File: src/interval_boundary_table_assert.svh
// ----------------------------------------------------------------------------
// Interval boundary table assertion macros
// Concurrent assertion helpers, clocked on clk and disabled during rst.
// ----------------------------------------------------------------------------
`ifndef INTERVAL_BOUNDARY_TABLE_ASSERT_SVH
`define INTERVAL_BOUNDARY_TABLE_ASSERT_SVH

`ifndef SYNTHESIS
// Condition that must hold at every clock edge out of reset
`define IBT_ASSERT(lbl, cond, msg) \
  lbl: assert property (@(posedge clk) disable iff (rst) (cond)) else $error(msg);
// Condition in one cycle implies a consequence in the next
`define IBT_ASSERT_NEXT(lbl, cond, nxt, msg) \
  lbl: assert property (@(posedge clk) disable iff (rst) (cond) |=> (nxt)) else $error(msg);
`else
`define IBT_ASSERT(lbl, cond, msg)
`define IBT_ASSERT_NEXT(lbl, cond, nxt, msg)
`endif

`endif

File: src/ibt_pkg.sv
// ----------------------------------------------------------------------------
// ibt_pkg
// Shared types, codes and helpers for the interval boundary table.
// ----------------------------------------------------------------------------
package ibt_pkg;

  localparam int DEFAULT_CAPACITY = 256;

  localparam int POS_W    = 31;
  localparam int LABEL_W  = 2;
  localparam int STATUS_W = 3;
  localparam int INDEX_W  = 8;

  // positions at or above this are never covered by the last segment
  localparam logic [POS_W-1:0] OPEN_END = 31'h7FFF_FFFE;

  // actions
  typedef enum logic [1:0] {
    ACT_APPEND = 2'd0,
    ACT_FIND   = 2'd1,
    ACT_SPLIT  = 2'd2,
    ACT_CLEAR  = 2'd3
  } action_t;

  // label classes
  localparam logic [LABEL_W-1:0] LBL_UNKNOWN = 2'd0;
  localparam logic [LABEL_W-1:0] LBL_SILENT  = 2'd1;
  localparam logic [LABEL_W-1:0] LBL_WORD    = 2'd2;

  // result status
  typedef enum logic [STATUS_W-1:0] {
    ST_OK       = 3'd0,
    ST_ORDER    = 3'd1,
    ST_UNCOVER  = 3'd2,
    ST_FULL     = 3'd3,
    ST_EXISTS   = 3'd4
  } status_t;

  // controller states
  typedef enum logic [2:0] {
    S_IDLE,
    S_EXEC,
    S_RUN,
    S_DECIDE,
    S_WRITE
  } state_t;

  // broadcast command to the row of cells
  typedef struct packed {
    logic               load;   // write pos into the addressed cell
    logic               shift;  // cells above the address take their lower neighbor
    logic [LABEL_W-1:0] label;  // label written with a load
  } cell_ctrl_t;

  // search token handed from cell to cell
  typedef struct packed {
    logic               hit;    // some cell at or below holds start <= pos
    logic               open;   // end of the hit segment not yet seen
    logic [POS_W-1:0]   start;
    logic [POS_W-1:0]   nxt;
    logic [LABEL_W-1:0] label;
  } carry_t;

  // one result item
  typedef struct packed {
    status_t             status;
    logic [INDEX_W-1:0]  index;
    logic [POS_W-1:0]    seg_start;
    logic [POS_W-1:0]    seg_end;
    logic [POS_W-1:0]    seg_size;
    logic [LABEL_W-1:0]  label;
  } result_t;

  // segment length, clamped at zero
  function automatic logic [POS_W-1:0] seg_len(input logic [POS_W-1:0] e,
                                               input logic [POS_W-1:0] s);
    logic [POS_W-1:0] d;
    d = e - s;
    return (e >= s) ? d : '0;
  endfunction

endpackage

File: src/ibt_cell.sv
// ----------------------------------------------------------------------------
// ibt_cell
// One table entry: holds a start and label, shifts up on insert, and
// updates the search token passed along the row.
// ----------------------------------------------------------------------------
module ibt_cell #(
  parameter int IDX_W = 8,
  parameter int CNT_W = 9,
  parameter int MY    = 0
) (
  input  logic                        clk,
  input  logic                        rst,
  input  ibt_pkg::cell_ctrl_t         ctrl,
  input  logic [ibt_pkg::POS_W-1:0]   pos,
  input  logic [CNT_W-1:0]            at,
  input  logic [CNT_W-1:0]            count,
  input  logic [ibt_pkg::POS_W-1:0]   prev_start,
  input  logic [ibt_pkg::LABEL_W-1:0] prev_label,
  input  ibt_pkg::carry_t             carry_in,
  input  logic [IDX_W-1:0]            idx_in,
  output logic [ibt_pkg::POS_W-1:0]   start,
  output logic [ibt_pkg::LABEL_W-1:0] label,
  output ibt_pkg::carry_t             carry_out,
  output logic [IDX_W-1:0]            idx_out
);
  import ibt_pkg::*;

  localparam logic [CNT_W-1:0] MY_C = CNT_W'(MY);
  localparam logic [IDX_W-1:0] MY_I = IDX_W'(MY);

  logic   valid;
  logic   le;
  carry_t carry_next;
  logic [IDX_W-1:0] idx_next;

  assign valid = (MY_C < count);
  assign le    = valid && (start <= pos);

  // entry storage: load at the address, shift up above it
  always_ff @(posedge clk) begin
    if (rst) begin
      start <= '0;
      label <= LBL_UNKNOWN;
    end else if (ctrl.load && (MY_C == at)) begin
      start <= pos;
      label <= ctrl.label;
    end else if (ctrl.shift && (MY_C > at) && (MY_C <= count)) begin
      start <= prev_start;
      label <= prev_label;
    end
  end

  // search token: last cell with start <= pos claims it, next valid cell closes it
  always_comb begin
    carry_next = carry_in;
    idx_next   = idx_in;
    if (le) begin
      carry_next.hit   = 1'b1;
      carry_next.open  = 1'b1;
      carry_next.start = start;
      carry_next.nxt   = '0;
      carry_next.label = label;
      idx_next         = MY_I;
    end else if (valid && carry_in.open) begin
      carry_next.open = 1'b0;
      carry_next.nxt  = start;
    end
  end

  always_ff @(posedge clk) begin
    if (rst) begin
      carry_out.hit  <= 1'b0;
      carry_out.open <= 1'b0;
    end else begin
      carry_out.hit  <= carry_next.hit;
      carry_out.open <= carry_next.open;
    end
    carry_out.start <= carry_next.start;
    carry_out.nxt   <= carry_next.nxt;
    carry_out.label <= carry_next.label;
    idx_out         <= idx_next;
  end

endmodule
File: config.mk
export PLATFORM = sky130hd
export DESIGN_NAME = ibt_cell
export DESIGN_NICKNAME = d
export VERILOG_FILES = /design/src/interval_boundary_table_assert.svh /design/src/ibt_pkg.sv /design/src/ibt_cell.sv
export SDC_FILE = /design/constraint.sdc
export NUM_CORES = 1
export LEC_CHECK = 0
export ABC_AREA = 1
export BUFFER_PORTS_ARGS = -buffer_cell sky130_fd_sc_hd__clkbuf_2
export CORE_AREA = 2 2 108 121
export CTS_CLUSTER_DIAMETER = 80
export DETAILED_ROUTE_END_ITERATION = 8
export DIE_AREA = 0 0 110 123
export PLACE_DENSITY = 0.75
export SYNTH_ARGS = -nofsm -noshare
export SYNTH_HDL_FRONTEND = slang
export SYNTH_SLANG_ARGS = --single-unit
File: constraint.sdc
create_clock -name clk -period 2 [get_ports clk]
set_clock_uncertainty 0.15 [all_clocks]
set_input_delay 0.4 -clock clk [delete_from_list [all_inputs] [get_ports clk]]
set_output_delay 0.4 -clock clk [all_outputs]
set_load 0.005 [all_outputs]
# [After elaboration in Yosys (flattened, before gate mapping)]
# Cells that the tools add are included.
[totals] elab_cells=29 out_inout_bits=107 inputBits=162 reg_bits=107
[classes] n_mux=10 n_reduce_logical=7 magnitude_cmp=4
[ops] operator="$mux W31" n=4
[ops] operator="$le A31 B31 Y1" n=1
[ops] operator="$gt A1 B9 Y1 const A" n=1
[ops] operator="$le A1 B9 Y1 const A" n=1
[ops] operator="$logic_not A9 Y1" n=1
[ops] operator="$lt A1 B9 Y1 const A" n=1
[ops] operator="$mux W2" n=3
[ops] operator="$logic_and A1 B1 Y1" n=5
[ops] operator="$mux W1" n=3
[ops] operator="$reduce_bool A2 Y1" n=1

# [Logic depth before layout (Yosys ltp)]
# Gate-level depths: netlist of the first run.
[depth] word_depth=5 ltp_mapped=16 mapped_depth_nobuf=15

# [Worst setup path after synthesis of the first run]
# OpenSTA, ideal clock, no wires.
[synth_timing] path_type="input to register" from="input pos[30] (netlist bit)" to="register carry_out[0] (netlist bit)" setup_ps=112 cell_stages=12 n_path_buf=1 t_arrival_ps=1671 slack_ps=66 path_cell_list="inv_1 > ha_1 > nand2_1 > nor2_2 > nand3_1 > nor2_2 > nand4_2 > nand2_4 > nand2_8 > buf_6 > nand2_1 > nand2_1"
[synth_rtl] item="from (decl)" line_no="ibt_cell.sv:14" source="input logic [ibt_pkg::POS_W-1:0] pos,"
[synth_rtl] item="to (decl)" line_no="ibt_cell.sv:23" source="output ibt_pkg::carry_t carry_out,"

==> run metrics, run 1 <==
status=complete, but fails checks; failing checks=negative setup slack; Final Max Tran Viols=0; clk sink count=between 100 and 150; post-synthesis sequential area ratio=about 44%; number of global-route vias before repair=approximately 4600; pwr dens=about 570 nW/µm²; starting density of the core=39.1%; Synth top area share=about 44%; Post-synth ARST share=0%; Setup Crit Path Kind=flop to flop; Yosys reg bits=107; setup_tns=-0.256 ns; Synth area leader=dfxtp_1; via count=just under 5000; vias per cell=4.80; Relative slew margins=roughly 65%; Bufs on Longest Clock Path=2; Final setup viols=21; proportion of power drawn by the clock network=between 40% and 50%; total core area=12300 µm²; gr ovfl total=0; Worst Path Max Fanout=6; post-route ant nets=0; reg2reg setup slack=-0.03 ns; worst setup path endpoint=carry_out[38]; critical path startpoint=start[22]; fin nets=about 1100; initial antenna violation count=1; critical hold path startpoint=idx_in[1]; buffers added on ports=234; Req. time, crit path=about 2.1 ns; DR WL/cell=around 14 µm; WL final=14600 µm; syn nets=just under 800; drt drc=0; 1st-iter DRT viols=around 260; Yosys cell types=33; GP Congestion=0.773; Die W=between 100 and 150 µm; Syn. warnings=0; most frequent cell after synthesis=nand2_1; maximum vdd drop=about 0.00045 V; dpl hpwl=roughly 11000 µm; Max Cap Viol=0; TritonRoute pass-1 iters=4; die area=around 14000 µm²; Area growth, synth to finish=53.2%; DP Area=~6600 µm²; Die Height=around 120 µm; Final Critical Period=2.03 ns; Final Hold Vio Count=0; Post-synth EDFFs=0; Peak Freq=just under 500 MHz; CP endpoint kind=flop; Int Power=about 3.2 mW; CTS Root Cell=clkbuf_16; most common flop cell mapped by yosys=dfxtp_1; Synth area leaders=dfxtp_1, nand2_1, ha_1; worst slew pin tran=about 0.53 ns; H-tree depth=3; Switching Share=24.0%; gr usage total=roughly a fifth; largest net degree at the start of global routing=45; crit start category=flop; most frequent cells after synthesis=nand2_1, dfxtp_1, nand3_1; final instance area=about 7400 µm²; clock-pin transition on the worst setup and hold timing paths=~0.07 ns; first-pass GRT wire length=between 20000 and 25000 µm; Setup WS post-layout=-0.0296 ns; RSZ-0062 raised after global routing=true; syn avg cell area=just over 8 µm²; Worst-Skew Late Latency=~0.36 ns; cells after synthesis=588; combinational power share=between 8 and 9%; CTS Buf Count=9; Arr. time, crit path=about 2.1 ns; Lkg Pwr=approximately 3.8 nW; Worst Hold Class=input port to flop; reg2reg start=start[22]; row count=43; Sequential Power Share=around half; I/O pin cnt=around 270; CTS tree=done; period utilization=101%; layout cells sized above 1=approximately half; Syn Std Cell Area=between 4000 and 5000 µm²; worst reg2reg path depth=11; R2R Path End=carry_out[38]; net load switching power=roughly 1.0 mW
-- worst min path at each step --
stage / to / depth (start not counted)
5_1_grt: carry_out[41] / 3
3_5_place_dp: carry_out[1] / 2
4_1_cts: carry_out[46] / 3
6_report: idx_out[1] / 3
3_3_place_gp: carry_out[1] / 2
2_1_floorplan: carry_out[0] / 2
-- cells by family (layout without fill, tap and decap cells) --
kind of cell	count (synthesis)	count (layout)	synth area share (%)
AND/OR/NAND/NOR	282	283	26.0
adder cells (fa/ha/maj)	31	31	8.05
buffers and inverters	93	378	8.47
other	0	1	0
flip-flops	107	107	44.5
AO/OA/AOI/OAI	75	75	13.0
-- sequential cells by signal, indices dropped and copies added, names as in the netlist --
| register | flops |
|---|---|
| label | 2 |
| start | 31 |
| carry_out | 66 |
| idx_out | 8 |
-- power by group through the flow --
stage	registers (mW)	clock network, mW	logic (mW)
CTS	2.14	1.76	0.322
global route	2.14	1.85	0.395
finish	2.14	1.72	0.353
global placement	2.19	0	0.307
floorplan	2.19	0	0.115
detailed placement	2.19	0	0.312
-- per-layer routing --
| layer | track usage, % | share of wire, % | up-vias |
|---|---|---|---|
| li1 | - | - | 2509 |
| met1 | 25.0 | 40 | 2236 |
| met2 | 35.0 | 50 | 174 |
| met3 | 6.48 | 7.3 | 31 |
| met4 | 9.02 | 2.9 | 0 |
| met5 | 0 | 0 | - |
-- layout by cell type, fill, tap and decap left out, types with 2 or more instances in the layout --
| cell type | count |
|---|---|
| buf_8 | 2 |
| clkbuf_16 | 11 |
| a21oi_2 | 6 |
| nand2_4 | 8 |
| and3_1 | 2 |
| a22oi_2 | 13 |
| a211oi_2 | 10 |
| nor2_4 | 4 |
| nand4_1 | 2 |
| nand2_8 | 2 |
| clkinvlp_4 | 3 |
| buf_4 | 56 |
| nor2_2 | 4 |
| nor2_1 | 47 |
| a22oi_1 | 17 |
| clkbuf_2 | 234 |
| a21oi_1 | 6 |
| nand2_2 | 35 |
| inv_1 | 57 |
| clkinv_4 | 2 |
| dfxtp_1 | 98 |
| buf_12 | 8 |
| a21o_1 | 2 |
| nand3_1 | 64 |
| nand3_2 | 2 |
| buf_6 | 2 |
| nand2_1 | 101 |
| ha_1 | 18 |
| dfxtp_2 | 9 |
| ha_4 | 13 |
| a211oi_1 | 20 |
| nor3_1 | 7 |
-- final cells by class --
type	count	area [µm²]
Antenna cell	1	2.50
Fill cell	1104	4940
Clock buffer	10	239
Timing Repair Buffer	304	1850
Multi-Input combinational cell	389	2670
Sequential cell	107	2150
Inverter	58	218
Tap cell	157	196
Clock inverter	6	48.8
-- metrics by stage --
stage	total power [mW]	std cells	setup WS, ns	hold WS (ns)	util [%]
CTS	4.22	1026	-0.0574	0.0669	56.5
global route	4.38	1031	-0.153	0.0808	59.9
global placement	2.49	1009	-0.317	0.329	53.4
detailed placement	2.50	1009	-0.340	0.336	53.4
finish	4.21	1032	-0.0296	0.0813	59.9
floorplan	2.30	588	0.0664	0.327	-
-- critical path, stage by stage, from the launching register on --
cell and delay, ns:
dfxtp_2 0.34, ha_4 0.27, nand2_4 0.05, nor2_4 0.11
nand4_1 0.15, nor2_4 0.17, nand4_4 0.13, nand2_8 0.16
nand2_8 0.11, clkbuf_16 0.19, nand2_2 0.05, nand2_1 0.04
-- timing repair --
item / CTS / global route
cloned: 0 / 3
buffers inserted: 1 / 2
pin swaps: 6 / 15
resized for setup: 20 / 75
endpoints found under the hold margin: 0 / 0
setup endpoints to repair: 64 / 74
hold buffers: 0 / 0
No activity file was read; power rests on OpenSTA's default activity.
==> inputs of run 2 (changes only) <==
- PLACE_DENSITY: 0.75 -> default
- PLACE_DENSITY_LB_ADDON: default -> 0.05
==> run 2 against run 1 <==
  * Clock-buffer cell count unchanged
  * Worst setup slack worse by 0.046 ns
  * Total power up 5.1%
  * The flow still finishes with violations (negative setup slack)
  * Clock power up 12%
  * Global-route usage down 0.62 points
  * Non-clock buffer count up 14
  * Utilization up 2.0 points
  * First-iteration DRC count down 33%
  * Largest power group unchanged
==> run metrics, run 2 (synthesized netlist as in run 1, its figures left out) <==
status=complete, but fails checks; failing checks=negative setup slack; pwr dens=580 nW/µm²; 1st-iter DRT viols=approximately 170; total core area=12300 µm²; pre-CTS setup slack=-0.290 ns; commonest non-fill, non-tap cell in the layout=clkbuf_2; post-route ant nets=0; Worst path max stage delay=around 0.34 ns; Multi-input gate area=approximately 2700 µm²; dpl hpwl=10400 µm; CTS Root Cell=clkbuf_16; Worst Hold Class=input port to flop; Die Height=between 100 and 150 µm; critical path, cell by cell=ha_4 -> nand2_4 -> nor2_4 -> nand4_1 -> nor2_4 -> nand2_2 -> nand2_4 -> nand2_8 -> buf_4 -> clkbuf_16 -> nand3_1 -> nand2_1; starting density of the core=roughly two fifths; critical path startpoint=start[22]; drt drc=0; Max Cap Viol=0; largest net degree at the start of global routing=39; die area=roughly 14000 µm²; WL final=around 15000 µm; Final Critical Period=around 2.1 ns; Setup WS post-layout=-0.0753 ns; Lkg Pwr=between 3 and 4 nW; gr usage total=about a fifth; maximum vdd drop=roughly 0.00034 V; buffers added on ports=approximately 230; Die W=110 µm; largest registers=carry_out (66), start (31), idx_out (8); Worst Path Max Fanout=6; gr ovfl total=0; Fill cells=~1100; Int Power=3.44 mW; Crit-path slowest cell=dfxtp_2; Final setup viols=53; Crit path buffers/inverters=2; CP Depth=12; Switching Share=between 20 and 25%; metal2 WL=~7700 µm; vias per cell=around 4.8; DR WL/cell=between 10 and 15 µm; row count=43; clk sink count=around 110; max layer used=met4; critical hold path startpoint=carry_in[33]; Setup Crit Path Kind=flop to flop; Area growth, synth to finish=58.5%; Hold Slack=0.0801 ns; net load switching power=0.984 mW; period utilization=104%; WL met3=roughly 990 µm; Bufs on Longest Clock Path=2; Register Area=between 2000 and 2500 µm²; overall power=around 4.4 mW; crit start category=flop; worst slew pin tran=0.393 ns; clock-pin transition on the worst setup and hold timing paths=about 0.07 ns; Arr. time, crit path=2.18 ns; H-tree depth=3; worst reg2reg path depth=12; initial antenna violation count=0; Req. time, crit path=2.11 ns; proportion of power drawn by the clock network=a little over two fifths; Placed Cells=around 1000; Layout Utilization=between 60% and 70%; Sequential Power Share=~48%; CTS tree=done; layout cells sized above 1=50.3%; CTS Buf Count=9; RSZ-0062 raised after global routing=true; Final Hold Vio Count=0; GP Congestion=between 0.7 and 0.8; Final Max Tran Viols=0; Top reg by flops=carry_out; Post-Layout Cell Count=about 1000; max reg flops=66; Peak Freq=between 400 and 500 MHz; TritonRoute pass-1 iters=4; number of global-route vias before repair=4491; most frequent cells in the layout=clkbuf_2, nand2_1, dfxtp_1; first-pass GRT wire length=roughly 21000 µm; combinational power share=under 10%; reg2reg start=start[22]; fin nets=about 1100; routed length on met1=6500 µm; WHS Path Cells=3; via count=approximately 5000; # diodes=0; CP endpoint kind=flop; I/O pin cnt=between 200 and 300; Worst-Skew Late Latency=0.35 ns; Relative slew margins=73.8%; CP top delay family=simple AND/OR/NAND/NOR gates
[run 2: changes by cell type in the layout (fill, tap and decap cells not counted), sizes merged]
cell / delta
buf: +12
bufinv: +2
clkbuf: +2
clkinv: +2
clkinvlp: -2
inv: -2
diode: -1
nand2: -1
[run 2: power by group through the flow]
stage	combinational (mW)	sequential (mW)	clock [mW]
2_1_floorplan	0.115	2.19	0
4_1_cts	0.335	2.14	1.97
3_5_place_dp	0.326	2.19	0
5_1_grt	0.409	2.14	2.06
6_report	0.369	2.14	1.92
3_3_place_gp	0.320	2.19	0
[run 2: layer usage]
| metal | up-vias | track usage [%] |
|---|---|---|
| li1 | 2535 | - |
| met1 | 2262 | 25.8 |
| met2 | 160 | 34.3 |
| met3 | 11 | 4.48 |
| met4 | 0 | 6.96 |
| met5 | - | 0 |
[run 2: per-stage QoR]
stage	instance area [µm²]	setup TNS, ns
final	7630	-2.00
after CTS	7020	-0.563
after detailed placement	6630	-17.83
after global placement	6630	-15.77
after floorplan	4820	0
after global routing	7630	-9.98
[run 2: what timing repair did]
action	CTS	global route
cloned	1	8
setup endpoints to repair	61	74
endpoints found under the hold margin	0	0
pin swaps	5	16
resized for setup	16	96
hold buffers	0	0
setup buffers	0	6
[run 2: area by class of cell]
type                            instances  area share (%)
Inverter                               58            3.02
Multi-Input combinational cell        388            35.1
Timing Repair Buffer                  318            26.7
Clock inverter                          5            1.02
Sequential cell                       107            28.3
Tap cell                              157            2.57
Clock buffer                           10            3.13
Timing Repair inverter                  1           0.213
[run 2: worst paths after layout]
check	end	slack (ns)
max	carry_out[47]	-0.08
min	carry_out[33]	0.08
max reg2reg	carry_out[47]	-0.08
min reg2reg	carry_out[1]	0.34
[run 2: worst min-delay path: stages]
cell and delay (ns):
clkbuf_2 0.07, nand2_1 0.04, nand2_1 0.04
==> inputs of run 3 (changes only) <==
- CORE_AREA: 2 2 108 121 -> 2 2 103 115
- DIE_AREA: 0 0 110 123 -> 0 0 105 117
- clock period: 2 -> 2.3 ns (I/O delays scaled with it)
==> run 3 against run 2 <==
  * The run now ends clean
  * Die area decreased by 9.2%
  * Total power down 15%
  * Cell area fell by 13%
  * Cell count fell by 5.4%
  * Combinational power decreased by 33%
  * Fmax is 0.64% lower
  * Non-clock buffer count shrank 49
  * First-iteration DRC count rose by 11%
  * Largest power group unchanged
==> run metrics, run 3 (synthesized netlist as in run 1, its figures left out) <==
row count=41; Die W=approximately 110 µm; Final Hold Vio Count=0; Bufs on Longest Clock Path=2; initial antenna violation count=0; critical path startpoint=start[18]; number of global-route vias before repair=4315; largest net degree at the start of global routing=62; pwr dens=564 nW/µm²; DR WL/cell=about 14 µm; commonest non-fill, non-tap cell in the layout=clkbuf_2; dpl hpwl=approximately 10000 µm; crit start category=flop; Int Power=a little under 3 mW; Sequential Power Share=between 40% and 50%; hold_buf cts=0; vias per cell=between 4 and 5; largest registers=carry_out (66), start (31), idx_out (8); CTS tree=done; Setup Crit Path Kind=flop to flop; net load switching power=slightly above 0.8 mW; reg2reg start=start[18]; CTS Root Cell=clkbuf_16; Arr. time, crit path=between 2 and 2.5 ns; Post-Layout Cell Count=988; maximum vdd drop=0.000329 V; Lkg Pwr=~3.5 nW; # diodes=0; worst slew pin tran=0.895 ns; WL final=13400 µm; Worst-Skew Late Latency=0.35 ns; Final setup viols=0; GP Congestion=between 0.7 and 0.8; fin nets=1026; Post-CTS Setup Inserts=0; status=finished, final reports clean; die area=between 10000 and 15000 µm²; RSZ-0062 raised after global routing=false; most frequent cells in the layout=clkbuf_2, nand2_1, dfxtp_1; drt drc=0; critical hold path startpoint=carry_in[48]; total core area=approximately 11000 µm²; Switching Share=22.1%; Worst Hold Class=input port to flop; Req. time, crit path=around 2.4 ns; H-tree depth=3; max reg flops=66; Placed Cells=between 900 and 1000; Max Cap Viol=0; post-route ant nets=0; Die Height=around 120 µm; layout cells sized above 1=between 30% and 40%; Final Critical Period=roughly 2.1 ns; I/O pin cnt=approximately 270; Area growth, synth to finish=38.2%; via count=4726; CTS Buf Count=9; Layout Utilization=approximately 60%; CP endpoint kind=flop; first-pass GRT wire length=21000 µm; TritonRoute pass-1 iters=4; Relative slew margins=40.3%; combinational power share=6.6%; clock-pin transition on the worst setup and hold timing paths=roughly 0.07 ns; 1st-iter DRT viols=approximately 190; period utilization=90.8%; Top reg by flops=carry_out; buffers added on ports=approximately 230; starting density of the core=between 40% and 50%; Worst Path Max Fanout=10; gr usage total=around 21%; gr ovfl total=0; Peak Freq=479 MHz; Gates resized, CTS repair=0; clk sink count=between 100 and 150; proportion of power drawn by the clock network=44.0%; Final Max Tran Viols=0
==> run 3: cell types whose count changed in the layout (fill, tap and decap cells not counted), sizes merged <==
cell	delta
inv	+1
clkinv	-2
buf	-45
clkbuf	-5
clkinvlp	+2
==> run 3: worst max-delay path, stage by stage, from the launching register on <==
cell and delay [ns]:
dfxtp_1 0.41, ha_1 0.27, nand2_1 0.07, inv_1 0.04, nand2_1 0.05, nand2_1 0.05, nand2_1 0.06, nand2_1 0.06
a21oi_1 0.19, nand2_2 0.09, nand2_4 0.13, nand2_8 0.10, buf_4 0.19, nand2_1 0.06, nand2_1 0.05
==> run 3: path summary, 6_finish.rpt <==
kind / endpoint / slack, ns / depth (start not counted)
setup reg to reg: carry_out[35] / 0.21 / 14
hold reg to reg: carry_out[33] / 0.36 / 2
hold / removal: carry_out[48] / 0.14 / 3
setup / recovery: carry_out[35] / 0.21 / 14
==> run 3: per-stage QoR <==
stage                     cell area (µm²)  hold slack, ns  total power, mW  TNS (ns)  setup WS (ns)
after floorplan                      4820           0.327             2.00         0          0.306
after global placement               6330           0.341             2.14    -0.925        -0.0480
after detailed placement             6330           0.354             2.15     -2.10        -0.0837
after CTS                            6650           0.135             3.80         0          0.178
after global routing                 6660           0.144             3.90         0         0.0274
final                                6660           0.145             3.76         0          0.211
==> run 3: layout make-up <==
class | count | area (µm²)
Multi-Input combinational cell | 388 | 2270
Fill cell | 1111 | 4530
Tap cell | 150 | 188
Sequential cell | 107 | 2140
Timing Repair Buffer | 269 | 1520
Clock inverter | 7 | 92.6
Clock buffer | 9 | 225
Inverter | 58 | 218
==> run 3: power by group through the flow <==
stage               Combinational [mW]  Clock (mW)  Sequential, mW
floorplan                       0.0997           0            1.90
global placement                 0.243           0            1.90
detailed placement               0.247           0            1.90
CTS                              0.250        1.69            1.86
global route                     0.280        1.76            1.86
finish                           0.247        1.65            1.86
==> run 3: metal layers <==
layer	vias to the layer above	global-route usage (%)	share of wire (%)
li1	2431	-	-
met1	2114	26.7	43
met2	166	37.3	49
met3	15	3.71	5.7
met4	0	8.98	1.7
met5	-	0	0
